### config.mk
export PLATFORM = sky130hd
export DESIGN_NAME = rotary_knob_duty_control_core
export DESIGN_NICKNAME = d
export VERILOG_FILES = /design/src/rtl/rkd_pkg.sv /design/src/rtl/rkd_quad.sv /design/src/rtl/rkd_button.sv /design/src/rtl/rotary_knob_duty_control_core.sv
export VERILOG_INCLUDE_DIRS = /design/src /design/src/rtl
export SDC_FILE = /design/constraint.sdc
export NUM_CORES = 1
export LEC_CHECK = 0
export ABC_AREA = 1
export CAP_MARGIN = 20
export CORE_ASPECT_RATIO = 0.6
export CORE_UTILIZATION = 35
export CTS_BUF_LIST = sky130_fd_sc_hd__clkbuf_16
export CTS_CLUSTER_DIAMETER = 150
export DETAILED_ROUTE_END_ITERATION = 8
export DONT_BUFFER_PORTS = 1
export PLACE_DENSITY = 0.47
export SETUP_SLACK_MARGIN = 0.1
export SKIP_CTS_REPAIR_TIMING = 1
export SLEW_MARGIN = 20
export SYNTH_ARGS = -nofsm -noshare
export SYNTH_HDL_FRONTEND = slang
export SYNTH_SLANG_ARGS = --single-unit
### constraint.sdc
create_clock -name aclk -period 2.31 [get_ports aclk]
set_input_delay 0.693 -clock aclk [delete_from_list [all_inputs] [get_ports aclk]]
set_output_delay 0.693 -clock aclk [all_outputs]
set_load 0.02 [all_outputs]
### src/rtl/rotary_knob_duty_control_core_macros.svh
// Assertion macros for the rotary knob duty control core.
// Used by the top level only; no other dependencies.
`ifndef ROTARY_KNOB_DUTY_CONTROL_CORE_MACROS_SVH
`define ROTARY_KNOB_DUTY_CONTROL_CORE_MACROS_SVH

`ifndef SYNTHESIS
`define RKD_ASSERT_IMPLY(label, clk, rst_n, ante, cons, msg) \
    label: assert property (@(posedge clk) disable iff (!(rst_n)) (ante) |-> (cons)) \
        else $error(msg);
`define RKD_ASSERT_NEXT(label, clk, rst_n, ante, cons, msg) \
    label: assert property (@(posedge clk) disable iff (!(rst_n)) (ante) |=> (cons)) \
        else $error(msg);
`else
`define RKD_ASSERT_IMPLY(label, clk, rst_n, ante, cons, msg)
`define RKD_ASSERT_NEXT(label, clk, rst_n, ante, cons, msg)
`endif

`endif

### src/rtl/rkd_pkg.sv
// Shared types and constants for the rotary knob duty control core.
// No dependencies.
package rkd_pkg;

    localparam int DUTY_W     = 8;
    localparam int STEP_W     = 7;
    localparam int DEBOUNCE_W = 16;
    localparam int DIR_W      = 2;
    localparam int CFG_IDX_W  = 2;
    localparam int CFG_DATA_W = 16;
    localparam int S_TDATA_W  = 8;
    localparam int M_TDATA_W  = 24;

    localparam logic [DUTY_W-1:0] DUTY_MAX = 8'd255;

    // step_dir codes
    localparam logic [DIR_W-1:0] DIR_NONE = 2'd0;
    localparam logic [DIR_W-1:0] DIR_FWD  = 2'd1;
    localparam logic [DIR_W-1:0] DIR_BWD  = 2'd2;

    // register indexes
    localparam logic [CFG_IDX_W-1:0] REG_KNOB_STEP      = 2'd0;
    localparam logic [CFG_IDX_W-1:0] REG_DEBOUNCE_TICKS = 2'd1;
    localparam logic [CFG_IDX_W-1:0] REG_PRESS_STEP     = 2'd2;
    localparam logic [CFG_IDX_W-1:0] REG_PRESS_CEILING  = 2'd3;

    // register reset values
    localparam logic [STEP_W-1:0]     KNOB_STEP_RST      = 7'd4;
    localparam logic [DEBOUNCE_W-1:0] DEBOUNCE_TICKS_RST = 16'd1000;
    localparam logic [STEP_W-1:0]     PRESS_STEP_RST     = 7'd4;
    localparam logic [DUTY_W-1:0]     PRESS_CEILING_RST  = 8'd240;

    typedef struct packed {
        logic [STEP_W-1:0]     knob_step;
        logic [DEBOUNCE_W-1:0] debounce_ticks;
        logic [STEP_W-1:0]     press_step;
        logic [DUTY_W-1:0]     press_ceiling;
    } rkd_cfg_t;

    typedef struct packed {
        logic button_pin;
        logic pin_b;
        logic pin_a;
    } rkd_pins_t;

endpackage

### src/rtl/rkd_quad.sv
// Quadrature decoder and saturating knob duty register.
// Depends on rkd_pkg.
module rkd_quad (
    input  logic                        aclk,
    input  logic                        aresetn,
    input  logic                        step_en,
    input  logic                        pin_a,
    input  logic                        pin_b,
    input  logic [rkd_pkg::STEP_W-1:0]  knob_step,
    output logic [rkd_pkg::DUTY_W-1:0]  knob_next,
    output logic [rkd_pkg::DIR_W-1:0]   dir_next
);

    logic [1:0]                 prior_code_reg;
    logic                       primed_reg;
    logic [rkd_pkg::DUTY_W-1:0] knob_reg;
    logic [1:0]                 code;
    logic [rkd_pkg::DUTY_W:0]   sum;
    logic [rkd_pkg::DUTY_W-1:0] step_ext;

    // Binary position from the Gray-coded pins: high bit is A, low bit is A xor B
    assign code     = {pin_a, pin_a ^ pin_b};
    assign step_ext = {1'b0, knob_step};
    assign sum      = {1'b0, knob_reg} + {2'b00, knob_step};

    always_comb begin
        dir_next = rkd_pkg::DIR_NONE;
        if (primed_reg) begin
            if ((code + 2'd1) == prior_code_reg) begin
                dir_next = rkd_pkg::DIR_BWD;
            end else if ((prior_code_reg + 2'd1) == code) begin
                dir_next = rkd_pkg::DIR_FWD;
            end
        end
    end

    always_comb begin
        knob_next = knob_reg;
        if (dir_next == rkd_pkg::DIR_FWD) begin
            knob_next = sum[rkd_pkg::DUTY_W] ? rkd_pkg::DUTY_MAX : sum[rkd_pkg::DUTY_W-1:0];
        end else if (dir_next == rkd_pkg::DIR_BWD) begin
            knob_next = (knob_reg >= step_ext) ? (knob_reg - step_ext) : '0;
        end
    end

    always_ff @(posedge aclk) begin
        if (!aresetn) begin
            prior_code_reg <= '0;
            primed_reg     <= 1'b0;
            knob_reg       <= '0;
        end else if (step_en) begin
            prior_code_reg <= code;
            primed_reg     <= 1'b1;
            knob_reg       <= knob_next;
        end
    end

endmodule

### src/rtl/rkd_button.sv
// Button debouncer and press-driven duty register.
// Depends on rkd_pkg.
module rkd_button (
    input  logic                            aclk,
    input  logic                            aresetn,
    input  logic                            step_en,
    input  logic                            button_pin,
    input  logic [rkd_pkg::DEBOUNCE_W-1:0]  debounce_ticks,
    input  logic [rkd_pkg::STEP_W-1:0]      press_step,
    input  logic [rkd_pkg::DUTY_W-1:0]      press_ceiling,
    output logic [rkd_pkg::DUTY_W-1:0]      button_next
);

    logic                           last_pressed_reg, last_pressed_next;
    logic [rkd_pkg::DEBOUNCE_W-1:0] stable_count_reg, stable_count_next;
    logic                           handled_reg, handled_next;
    logic [rkd_pkg::DUTY_W-1:0]     button_reg;
    logic                           pressed;
    logic [rkd_pkg::DUTY_W:0]       sum;

    assign pressed = ~button_pin;
    assign sum     = {1'b0, button_reg} + {2'b00, press_step};

    always_comb begin
        last_pressed_next = last_pressed_reg;
        stable_count_next = stable_count_reg;
        handled_next      = handled_reg;
        button_next       = button_reg;
        priority if (pressed != last_pressed_reg) begin
            stable_count_next = '0;
            handled_next      = 1'b0;
            last_pressed_next = pressed;
        end else if (stable_count_reg < debounce_ticks) begin
            stable_count_next = stable_count_reg + 1'b1;
        end else if (!handled_reg) begin
            // level is settled: act on it once
            handled_next = 1'b1;
            if (pressed && (button_reg < press_ceiling)) begin
                button_next = sum[rkd_pkg::DUTY_W] ? rkd_pkg::DUTY_MAX
                                                   : sum[rkd_pkg::DUTY_W-1:0];
            end
        end
    end

    always_ff @(posedge aclk) begin
        if (!aresetn) begin
            last_pressed_reg <= 1'b0;
            stable_count_reg <= '0;
            handled_reg      <= 1'b0;
            button_reg       <= '0;
        end else if (step_en) begin
            last_pressed_reg <= last_pressed_next;
            stable_count_reg <= stable_count_next;
            handled_reg      <= handled_next;
            button_reg       <= button_next;
        end
    end

endmodule

### src/rtl/rotary_knob_duty_control_core.sv
// Path: an accepted transaction waits in the input register, then moves to the result register on m_tdata.
// Throughput: one transaction per cycle while m_tready is high; when a result waits for
// m_tready the input register takes one more transaction, then s_tready drops.
// Reset: aresetn is synchronous, active low; it clears both registers' valid bits,
// the decoder and debounce state, both duties, and loads register defaults.
// Depends on rkd_pkg, rkd_quad, rkd_button and the macros header.
`include "rotary_knob_duty_control_core_macros.svh"

module rotary_knob_duty_control_core (
    input  logic                            aclk,
    input  logic                            aresetn,
    input  logic                            s_tvalid,
    output logic                            s_tready,
    // [0] pin_a, [1] pin_b, [2] button_pin, [7:3] zero
    input  logic [rkd_pkg::S_TDATA_W-1:0]   s_tdata,
    output logic                            m_tvalid,
    input  logic                            m_tready,
    // [7:0] knob_duty, [15:8] button_duty, [17:16] step_dir, [23:18] zero
    output logic [rkd_pkg::M_TDATA_W-1:0]   m_tdata,
    input  logic                            cfg_we,
    input  logic [rkd_pkg::CFG_IDX_W-1:0]   cfg_index,
    input  logic [rkd_pkg::CFG_DATA_W-1:0]  cfg_wdata
);

    rkd_pkg::rkd_cfg_t  cfg_reg;
    rkd_pkg::rkd_pins_t pins_reg;
    logic               in_valid_reg;
    logic               out_valid_reg;
    logic               advance;

    logic [rkd_pkg::DUTY_W-1:0] knob_next, button_next;
    logic [rkd_pkg::DIR_W-1:0]  dir_next;
    logic [rkd_pkg::DUTY_W-1:0] knob_out_reg, button_out_reg;
    logic [rkd_pkg::DIR_W-1:0]  dir_out_reg;

    // item moves from input register to result register
    assign advance  = in_valid_reg && (!out_valid_reg || m_tready);
    assign s_tready = !in_valid_reg || advance;

    always_ff @(posedge aclk) begin
        if (!aresetn) begin
            cfg_reg.knob_step      <= rkd_pkg::KNOB_STEP_RST;
            cfg_reg.debounce_ticks <= rkd_pkg::DEBOUNCE_TICKS_RST;
            cfg_reg.press_step     <= rkd_pkg::PRESS_STEP_RST;
            cfg_reg.press_ceiling  <= rkd_pkg::PRESS_CEILING_RST;
        end else if (cfg_we) begin
            unique case (cfg_index)
                rkd_pkg::REG_KNOB_STEP:
                    cfg_reg.knob_step <= cfg_wdata[rkd_pkg::STEP_W-1:0];
                rkd_pkg::REG_DEBOUNCE_TICKS:
                    cfg_reg.debounce_ticks <= cfg_wdata[rkd_pkg::DEBOUNCE_W-1:0];
                rkd_pkg::REG_PRESS_STEP:
                    cfg_reg.press_step <= cfg_wdata[rkd_pkg::STEP_W-1:0];
                rkd_pkg::REG_PRESS_CEILING:
                    cfg_reg.press_ceiling <= cfg_wdata[rkd_pkg::DUTY_W-1:0];
                default: ;
            endcase
        end
    end

    always_ff @(posedge aclk) begin
        if (!aresetn) begin
            in_valid_reg  <= 1'b0;
            out_valid_reg <= 1'b0;
        end else begin
            if (s_tvalid && s_tready) begin
                in_valid_reg <= 1'b1;
            end else if (advance) begin
                in_valid_reg <= 1'b0;
            end
            if (advance) begin
                out_valid_reg <= 1'b1;
            end else if (m_tready) begin
                out_valid_reg <= 1'b0;
            end
        end
    end

    always_ff @(posedge aclk) begin
        if (s_tvalid && s_tready) begin
            pins_reg <= s_tdata[2:0];
        end
        if (advance) begin
            knob_out_reg   <= knob_next;
            button_out_reg <= button_next;
            dir_out_reg    <= dir_next;
        end
    end

    rkd_quad u_quad (
        .aclk      (aclk),
        .aresetn   (aresetn),
        .step_en   (advance),
        .pin_a     (pins_reg.pin_a),
        .pin_b     (pins_reg.pin_b),
        .knob_step (cfg_reg.knob_step),
        .knob_next (knob_next),
        .dir_next  (dir_next)
    );

    rkd_button u_button (
        .aclk           (aclk),
        .aresetn        (aresetn),
        .step_en        (advance),
        .button_pin     (pins_reg.button_pin),
        .debounce_ticks (cfg_reg.debounce_ticks),
        .press_step     (cfg_reg.press_step),
        .press_ceiling  (cfg_reg.press_ceiling),
        .button_next    (button_next)
    );

    assign m_tvalid = out_valid_reg;
    assign m_tdata  = {6'b0, dir_out_reg, button_out_reg, knob_out_reg};

    `RKD_ASSERT_IMPLY(a_dir_legal, aclk, aresetn, m_tvalid, m_tdata[17:16] != 2'b11, "illegal step_dir code")
    `RKD_ASSERT_IMPLY(a_ready_when_drained, aclk, aresetn, !m_tvalid, s_tready, "input stalled with result register empty")
    `RKD_ASSERT_NEXT(a_result_follows, aclk, aresetn, advance, m_tvalid, "moved item did not reach result register")
    `RKD_ASSERT_IMPLY(a_first_no_step, aclk, aresetn, !u_quad.primed_reg, dir_next == rkd_pkg::DIR_NONE, "step decoded before first code recorded")

endmodule

==> impl_metrics.json <==
{
  "critPathMaxStageDelay_ns": 0.44,
  "synthFlopType": "dfxtp_1",
  "drive_above_1_share_pct": 16.0,
  "final_cells": 973,
  "cts_tree": "yes",
  "drtAntennaViolNets": 0,
  "finalClockSkew_ns": 0.00759,
  "finalCritPeriodShare_pct": 94.4,
  "track_usage_pct": 19.1,
  "status": "complete, no violations",
  "yosys.area.top_type_share_pct": 27.8,
  "clock_sinks": 98,
  "die_h_microns": 99.6,
  "worstPathArrival_ns": 2.28,
  "start_util_pct": 36.0,
  "core_area_sq_um": 15400,
  "vias": 4809,
  "r2r_slack_ns": 0.13,
  "antenna_cells": 0,
  "postSynthAreaPerCell_sq_um": 7.56,
  "path_common_cell": "nand2_1",
  "cts_root_buf": "clkbuf_16",
  "synth.yosys.seq_area_share_pct": 39.1,
  "hold_depth": 0,
  "grt_pass1_vias": 4440,
  "dieWidth_microns": 165,
  "synth_seq_cells": 98,
  "hold_viol": 0,
  "clock_path_buffers": 2,
  "critPathCaptureType": "flop",
  "wl_per_cell_microns": 15.4,
  "crit_family": "simple AND/OR/NAND/NOR gates",
  "cp-start-kind": "flop",
  "worstPathCellList": "ha_1 > nand2_1 > inv_1 > o21bai_1 > a21oi_1 > nor2_2 > nand2_1 > nand3_1 > buf_6 > buf_4 > nand2_1 > o21ai_1 > inv_1",
  "first_pass_iters": 4,
  "clkTransAtPathRegs_ns": 0.07,
  "io_pins": 57,
  "reg2regPathDepth": 13,
  "largest_reg_flops": 38,
  "min_from": "s_tdata[2]",
  "required_ns": 2.41,
  "power_density_nw_per_um2": 652,
  "die_area_sq_um": 16400,
  "rows": 35,
  "r2r-start": "u_button.stable_count_reg[9]$_SDFFE_PN0P_",
  "clkLatencyLatePin_ns": 0.34,
  "grt.overflow.total": 0,
  "placed_cells": 951,
  "grt_max_degree": 52,
  "drt_wl_total_mm": 14.9,
  "max_freq_mhz": 459,
  "synth_area_leader_cell": "dfxtp_1",
  "fin_nets": 843,
  "final_util_pct": 42.2,
  "worstHoldPathType": "input pin to flop",
  "port-buffer-count": 0,
  "leakagePower_nw": 3.03,
  "path_class": "flop to flop",
  "hpwlAfterDp_mm": 11.2,
  "rsz0062_at_grt": "yes",
  "nFillCells": 1577,
  "synthesis.area_sq_um": 5550,
  "drc": 0,
  "setup.worst_path.start": "u_button.stable_count_reg[9]$_SDFFE_PN0P_",
  "cts_buffers": 9,
  "slowest_stage": "dfxtp_1",
  "ys_async_sr_fraction_pct": 0,
  "grt_pass1_wl_mm": 23.8,
  "yosys_warnings": 0,
  "vdd_drop_max_mv": 0.279,
  "synth.distinct_cells": 41,
  "synth_common_cells": "139 x nand2_1, 105 x inv_1, 82 x a21oi_1",
  "critPathBufInv": 4,
  "min_to": "pins_reg[2]$_DFFE_PP_",
  "drt-vias-per-instance": 4.94,
  "antenna_found_initial": 0,
  "synth_cells": 735,
  "slew_viol_final": 0,
  "slew-limit-headroom_pct": 57.0,
  "htreeDepth": 3,
  "critPathMaxFanout": 10,
  "area_growth_pct": 17.2,
  "synth_edf_count": 21,
  "drtIter0Drc": 337,
  "period_needed_ns": 2.18,
  "cap_violations": 0,
  "r2r-end": "button_out_reg[0]$_DFFE_PP_",
  "gp_congestion": 0.926,
  "synthTopCellsByArea": "dfxtp_1 28%, edfxtp_1 11%, ha_1 9.9%",
  "setup_viol": 0,
  "max_slew.worst_pin.slew_ns": 0.645,
  "yosys.cell_count.top_type": "nand2_1"
}
## per-layer routing
| metal | GRT usage, % | part of all wire (%) | vias to the layer above |
|---|---|---|---|
| li1 | - | - | 2459 |
| met1 | 30.8 | 57 | 2244 |
| met2 | 24.6 | 36 | 95 |
| met3 | 4.63 | 5.7 | 11 |
| met4 | 4.02 | 0.77 | 0 |
| met5 | 0 | 0 | - |
## worst max-delay path by stage
stage	depth (start not counted)	endpoint
floorplan	5	button_out_reg[0]$_DFFE_PP_
global placement	10	button_out_reg[3]$_DFFE_PP_
detailed placement	10	button_out_reg[3]$_DFFE_PP_
CTS	10	button_out_reg[3]$_DFFE_PP_
global route	14	button_out_reg[0]$_DFFE_PP_
finish	13	button_out_reg[0]$_DFFE_PP_
## stage by stage
stage          setup TNS [ns]  hold slack [ns]  cell area [sq um]  total power [mW]  setup slack (ns)
3_3_place_gp                0            0.451               5940              2.52           0.00470
4_1_cts                -0.331            0.420               6270              4.22           -0.0676
6_report                    0            0.447               6510              4.24             0.130
5_1_grt                     0            0.429               6510              4.46            0.0915
2_1_floorplan               0            0.435               5570              2.39             0.122
3_5_place_dp           -0.151            0.452               5940              2.54           -0.0486
## worst register-to-register path, cell delays in order, from the launching register on
cell      delay [ns]
dfxtp_1         0.44
ha_1            0.29
nand2_1         0.06
inv_1           0.04
o21bai_1        0.12
a21oi_1         0.09
nor2_2          0.20
nand2_1         0.12
nand3_1         0.12
buf_6           0.16
buf_4           0.13
nand2_1         0.04
o21ai_1         0.10
inv_1           0.06
## final cells by class
type                       instances  area, sq um  share of cell area, %
tap                              203          254                   3.90
clock inverter                     6         78.8                   1.21
clock buffer                      10          250                   3.85
sequential                        98         2180                   33.5
timing repair buffer              36          274                   4.21
multi-input combinational        508         3040                   46.7
inverter                         112          430                   6.61
## cells in the final DEF, fill, tap and decap left out, drive strengths merged, types with 3 or more instances in the layout
master	instances
a21oi	84
clkbuf	10
dfxtp	77
nand4	11
fa	3
buf	36
inv	114
conb	6
nor3	15
ha	44
nand2	145
nand3	31
edfxtp	21
xor2	19
nor2	59
o211ai	7
o21ai	70
## kinds of logic after synthesis
kind of cell	share of synthesized area [%]
AOI/OAI and AO/OA	15.9
and+or+nand+nor	20.6
adders and majority gates	11.0
DFF	39.1
xor gates and xnor gates	3.45
buffers and inverters	9.82
other	0.0675
## power breakdown
group	total (mW)	internal, mW	switching [mW]
Clock	1.66	1.01	0.652
Combinational	0.652	0.238	0.414
Sequential	1.93	1.84	0.0860
Total	4.24	3.09	1.15
No activity file was read; power rests on OpenSTA's default activity.
